===== config.mk =====
export PLATFORM = sky130hd
export DESIGN_NAME = tsc_div
export DESIGN_NICKNAME = d
export VERILOG_FILES = /design/src/hw/rtl/tdma_slot_clock_sync_macros.svh /design/src/hw/rtl/tsc_pkg.sv /design/src/hw/rtl/tsc_div.sv
export SDC_FILE = /design/constraint.sdc
export NUM_CORES = 1
export LEC_CHECK = 0
export ABC_AREA = 1
export BUFFER_PORTS_ARGS = -buffer_cell sky130_fd_sc_hd__buf_2
export CORE_ASPECT_RATIO = 2
export CORE_MARGIN = 2
export CORE_UTILIZATION = 31
export CTS_BUF_LIST = sky130_fd_sc_hd__clkbuf_16
export DETAILED_ROUTE_END_ITERATION = 16
export HOLD_SLACK_MARGIN = 0.05
export PLACE_DENSITY = 0.52
export SKIP_CTS_REPAIR_TIMING = 1
export SYNTH_ARGS = -nofsm -noshare
export SYNTH_HDL_FRONTEND = slang
export SYNTH_SLANG_ARGS = --single-unit

===== constraint.sdc =====
create_clock -name clk -period 2.5 [get_ports clk]
set_clock_uncertainty 0.05 [all_clocks]
set_input_delay 0.5 -clock clk [delete_from_list [all_inputs] [get_ports clk]]
set_output_delay 0.5 -clock clk [all_outputs]
set_load 0.02 [all_outputs]

===== src/hw/rtl/tdma_slot_clock_sync_macros.svh =====
// Assertion macros shared by the TDMA slot timer.
`ifndef TDMA_SLOT_CLOCK_SYNC_MACROS_SVH
`define TDMA_SLOT_CLOCK_SYNC_MACROS_SVH

// Checks that a condition holds in the same cycle as its trigger.
`define TSC_ASSERT_NOW(lbl, trig, cond) \
	lbl: assert property (@(posedge clk) disable iff (!arst_n) (trig) |-> (cond)) \
		else $error("tdma_slot_clock_sync assertion failed");

// Checks that a condition holds in the cycle after its trigger.
`define TSC_ASSERT_NEXT(lbl, trig, cond) \
	lbl: assert property (@(posedge clk) disable iff (!arst_n) (trig) |=> (cond)) \
		else $error("tdma_slot_clock_sync assertion failed");

`endif


===== src/hw/rtl/tsc_pkg.sv =====
// Types and constants shared by the TDMA slot timer modules.
package tsc_pkg;

	// Divider geometry: 64-bit dividend, 32-bit divisor, one bit per cycle.
	localparam int DIVIDEND_W = 64;
	localparam int DIVISOR_W  = 32;
	localparam int DIV_STEPS  = 64;
	localparam int DIV_CNT_W  = 6;

	// Division by 1000 in 16-bit digits: a digit step divides a value below
	// 1000 * 2^16 by multiplying with ceil(2^36 / 1000) and shifting by 36.
	localparam logic [26:0] RECIP_1000  = 27'd68719477;
	localparam int          RECIP_SHIFT = 36;

	// Register indexes on the configuration port.
	localparam logic [2:0] REG_SLOT_PERIOD  = 3'd0;
	localparam logic [2:0] REG_SLOT_COUNT   = 3'd1;
	localparam logic [2:0] REG_ANCHOR_ROLE  = 3'd2;
	localparam logic [2:0] REG_OWN_SLOT     = 3'd3;
	localparam logic [2:0] REG_OFFSET_LIMIT = 3'd4;
	localparam logic [2:0] REG_HEIGHT_A     = 3'd5;
	localparam logic [2:0] REG_HEIGHT_B     = 3'd6;

	// Slot action codes.
	localparam logic [1:0] ACT_NONE   = 2'd0;
	localparam logic [1:0] ACT_PULSE  = 2'd1;
	localparam logic [1:0] ACT_HEIGHT = 2'd2;
	localparam logic [1:0] ACT_SAMPLE = 2'd3;

	typedef struct packed {
		logic                  start;
		logic [DIVIDEND_W-1:0] dividend;
		logic [DIVISOR_W-1:0]  divisor;
	} div_req_t;

	typedef struct packed {
		logic                  busy;
		logic                  done;
		logic [DIVIDEND_W-1:0] quot;
		logic [DIVISOR_W-1:0]  rem;
	} div_rsp_t;

	typedef enum logic [3:0] {
		ST_IDLE,
		ST_EVAL,
		ST_FS_DIV,
		ST_DR_DIV,
		ST_CHECK,
		ST_SLOT_DIV1,
		ST_SLOT_DIV2,
		ST_ACTION,
		ST_MUL,
		ST_CORR_DIV,
		ST_APPLY,
		ST_DONE
	} state_t;

endpackage


===== src/hw/rtl/tsc_div.sv =====
// Shared restoring divider, unsigned 64 by 32 bits, one quotient bit per cycle.
module tsc_div import tsc_pkg::*; (
	input  logic     clk,
	input  logic     arst_n,
	input  div_req_t req,
	output div_rsp_t rsp
);

	logic                  busy_q;
	logic                  done_q;
	logic [DIV_CNT_W-1:0]  cnt_q;
	logic [DIVIDEND_W-1:0] quo_q;
	logic [DIVISOR_W-1:0]  rem_q;
	logic [DIVISOR_W-1:0]  dv_q;
	logic [DIVISOR_W:0]    trial;
	logic [DIVISOR_W:0]    diff;
	logic                  ge;

	// One restoring step on the partial remainder.
	always_comb begin
		trial = {rem_q, quo_q[DIVIDEND_W-1]};
		diff  = trial - {1'b0, dv_q};
		ge    = (trial >= {1'b0, dv_q});
	end

	// Control and datapath registers.
	always_ff @(posedge clk or negedge arst_n) begin
		if (!arst_n) begin
			busy_q <= 1'b0;
			done_q <= 1'b0;
			cnt_q  <= '0;
			quo_q  <= '0;
			rem_q  <= '0;
			dv_q   <= '0;
		end else begin
			done_q <= 1'b0;
			if (req.start) begin
				busy_q <= 1'b1;
				cnt_q  <= '0;
				quo_q  <= req.dividend;
				rem_q  <= '0;
				dv_q   <= req.divisor;
			end else if (busy_q) begin
				rem_q <= ge ? diff[DIVISOR_W-1:0] : trial[DIVISOR_W-1:0];
				quo_q <= {quo_q[DIVIDEND_W-2:0], ge};
				cnt_q <= cnt_q + 1'b1;
				if (cnt_q == DIV_CNT_W'(DIV_STEPS - 1)) begin
					busy_q <= 1'b0;
					done_q <= 1'b1;
				end
			end
		end
	end

	assign rsp.busy = busy_q;
	assign rsp.done = done_q;
	assign rsp.quot = quo_q;
	assign rsp.rem  = rem_q;

endmodule


==> flow_metrics.env <==
export IMPL_drc=0
export IMPL_synth_avg_cell_area_um2=7.14
export IMPL_synth_ff_latch_count=136
export IMPL_r2r_start="quo_q[63]$_DFFE_PN0P_"
export IMPL_swShare_pct=45.3
export IMPL_cp_start_kind="register"
export IMPL_grt_pass1_vias=8189
export IMPL_initial_core_util_pct=31.3
export IMPL_whs_ns=0.197
export IMPL_die_h_um=239
export IMPL_port_buffers=196
export IMPL_cts_max_path_buffers=2
export IMPL_cts_tree="done"
export IMPL_critPathArrivalTime_ns=2.58
export IMPL_final_area_um2=10600
export IMPL_ir_worst_vdd_uv=487
export IMPL_max_freq_ghz=0.439
export IMPL_rr_worst_depth=15
export IMPL_wl_mm=27.2
export IMPL_antenna_found_initial=1
export IMPL_p_clk_share_pct=24.2
export IMPL_period_share_pct=91.1
export IMPL_wl_per_cell_um=15.5
export IMPL_vias=8227
export IMPL_cts_sinks=136
export IMPL_synthCells=1196
export IMPL_worst_pin_slew_ns=0.882
export IMPL_total_power_mw=10.8
export IMPL_finalHoldViolCount=0
export IMPL_drv_cap=0
export IMPL_pwr_share_comb_pct=49.6
export IMPL_ys_seq_area_share_pct=39.8
export IMPL_firstDrtPassIters=4
export IMPL_r2r_setup_slack_ns=0.22
export IMPL_h_tree_depth=4
export IMPL_end_kind="register"
export IMPL_crit_start="quo_q[63]$_DFFE_PN0P_"
export IMPL_fillCellCount=3000
export IMPL_grt_start_max_net_pins=126
export IMPL_grt_pass1_wl_mm=43.0
export IMPL_dieArea_um2=29000
export IMPL_p_leak_nw=5.99
export IMPL_gp_congestion=0.939
export IMPL_crit_type="register to register"
export IMPL_yosysWarnings=0
export IMPL_grt_use_total_pct=19.3
export IMPL_status="completed"
export IMPL_ant_nets=0
export IMPL_slew_headroom_pct=41.2
export IMPL_slew_viol_final=0
export IMPL_power_density_nw_per_um2=1010
export IMPL_p_int_mw=5.89
export IMPL_layout_common_cells="nand2_1, inv_1, buf_2, dfrtp_1, nand3_1"
export IMPL_p_sw_mw=4.88
export IMPL_syn2layout_area_growth_pct=24.6
export IMPL_cts_buffers=17
export IMPL_fin_crit_ns=2.28
export IMPL_netlist_area_um2=8540
export IMPL_tns_ns=0
export IMPL_setup_viol=0
export IMPL_crit_end="rem_q[28]$_DFFE_PN0P_"
export IMPL_cts_root_buf="clkbuf_16"
export IMPL_r2r_end="rem_q[28]$_DFFE_PN0P_"
export IMPL_final_nets=1524
export IMPL_grt_overflow_total=0
export IMPL_rsz0062_at_grt="no"
export IMPL_pin_count=197
export IMPL_final_common_cell="nand2_1"
export IMPL_drive_gt1_share_pct=20.7
export IMPL_drtIter0Drc=316
export IMPL_place_area_um2=10000
export IMPL_pwr_share_seq_pct=26.2
export IMPL_crit_fanout=4
export IMPL_core_um2=27300
export IMPL_via_per_inst=4.68
export IMPL_place_hpwl_mm=20.9
export IMPL_synth_cell_types=39
export IMPL_hold_class="input pin to register"
export IMPL_cts_clk_slew_worst_paths_ns=0.07
export IMPL_syn_num_nets=1329
export IMPL_clock_latency_ns=0.46
export IMPL_num_rows=86
export IMPL_worstPathRequired_ns=2.80
export IMPL_die_w_um=121
Yosys cell counts, drive strengths merged:
master / n / area (um^2)
o221ai: 61 / 534
clkbuf: 29 / 109
nand4: 12 / 75.1
or2: 2 / 12.5
and2: 3 / 18.8
ha: 33 / 413
a22o: 1 / 8.76
o21a: 1 / 7.51
buf: 14 / 98.8
nor4: 1 / 6.26
o211ai: 2 / 15.0
clkinv: 1 / 3.75
o21ai: 49 / 245
nand2: 430 / 1650
a21oi: 22 / 118
a22oi: 2 / 15.0
nor3: 3 / 15.0
inv: 235 / 882
nor2: 53 / 226
fa: 1 / 20.0
o21bai: 2 / 15.0
a21o: 1 / 7.51
xnor2: 13 / 114
xor2: 1 / 8.76
dfrtp: 136 / 3400
nand3: 74 / 415
nand3b: 14 / 105
flip-flops by register name, indices dropped and copies added, names as in the netlist:
signal / flops
quo_q: 64
dv_q: 32
rem_q: 32
cnt_q: 6
busy_q: 1
done_q: 1
worst max-delay path: stages (launching register included):
cell and delay [ns]:
dfrtp_1 0.34, inv_1 0.07, ha_1 0.23, fa_1 0.41, inv_1 0.10, nand2_1 0.07, nand2_2 0.12, nand2_1 0.08
nand2_2 0.12, nand2_1 0.06, nand2_1 0.14, nand2_2 0.09, nand3_1 0.10, nand3_2 0.08, nand2_1 0.07, nand2_1 0.05
layout make-up:
class	instances	area, um^2	area share (%)
antenna	1	2.50	0.0235
tap	352	440	4.14
sequential	136	3400	32.0
clock buffer	17	425	4.00
timing repair buffer	219	1240	11.7
inverter	236	886	8.32
multi-input combinational	781	4070	38.2
clock inverter	15	175	1.65
stage by stage:
| step | cells | setup WS (ns) | utilization, % |
|---|---|---|---|
| 2_1_floorplan | 1196 | 0.357 | - |
| 3_3_place_gp | 1723 | 0.0579 | 36.6 |
| 3_5_place_dp | 1723 | 0.0337 | 36.6 |
| 4_1_cts | 1755 | 0.0284 | 38.8 |
| 5_1_grt | 1757 | 0.00289 | 38.9 |
| 6_report | 1757 | 0.221 | 38.9 |
cell families (layout without fill, tap and decap cells):
kind of cell / count (synthesis) / in the layout / synth area share (%)
DFF: 136 / 136 / 39.8
other: 0 / 1 / 0
and+or+nand+nor: 592 / 592 / 29.5
buffers and inverters: 279 / 487 / 12.8
AOI/OAI and AO/OA: 141 / 141 / 11.3
xor gates and xnor gates: 14 / 14 / 1.44
adders and majority gates: 34 / 34 / 5.07
routing by layer:
| metal | up-vias | global-route usage, % | part of all wire (%) |
|---|---|---|---|
| met3 | 37 | 4.39 | 4.9 |
| met5 | - | 0 | 0 |
| met4 | 0 | 9.27 | 3.2 |
| met1 | 3844 | 23.3 | 43 |
| li1 | 4170 | - | - |
| met2 | 176 | 32.0 | 49 |
worst min-delay path by stage:
stage | from | endpoint | slack [ns] | cells past startpoint
floorplan | arst_n | busy_q$_DFF_PN0_ | 0.15 | 0
global placement | dv_q[0]$_DFFE_PN0P_ | dv_q[0]$_DFFE_PN0P_ | 0.42 | 2
detailed placement | arst_n | rem_q[14]$_DFFE_PN0P_ | 0.43 | 1
CTS | arst_n | rem_q[19]$_DFFE_PN0P_ | -0.06 | 1
global route | req[39] | quo_q[7]$_DFFE_PN0P_ | 0.20 | 3
finish | req[83] | quo_q[51]$_DFFE_PN0P_ | 0.20 | 3
power groups by stage:
stage	registers (mW)	logic [mW]	clock network, mW
after floorplan	3.18	3.39	0
after global placement	2.84	5.34	0
after detailed placement	2.85	5.35	0
after CTS	2.82	5.37	2.69
after global routing	2.87	6.03	2.77
final	2.82	5.34	2.61
(Power assumes the default switching activity.)
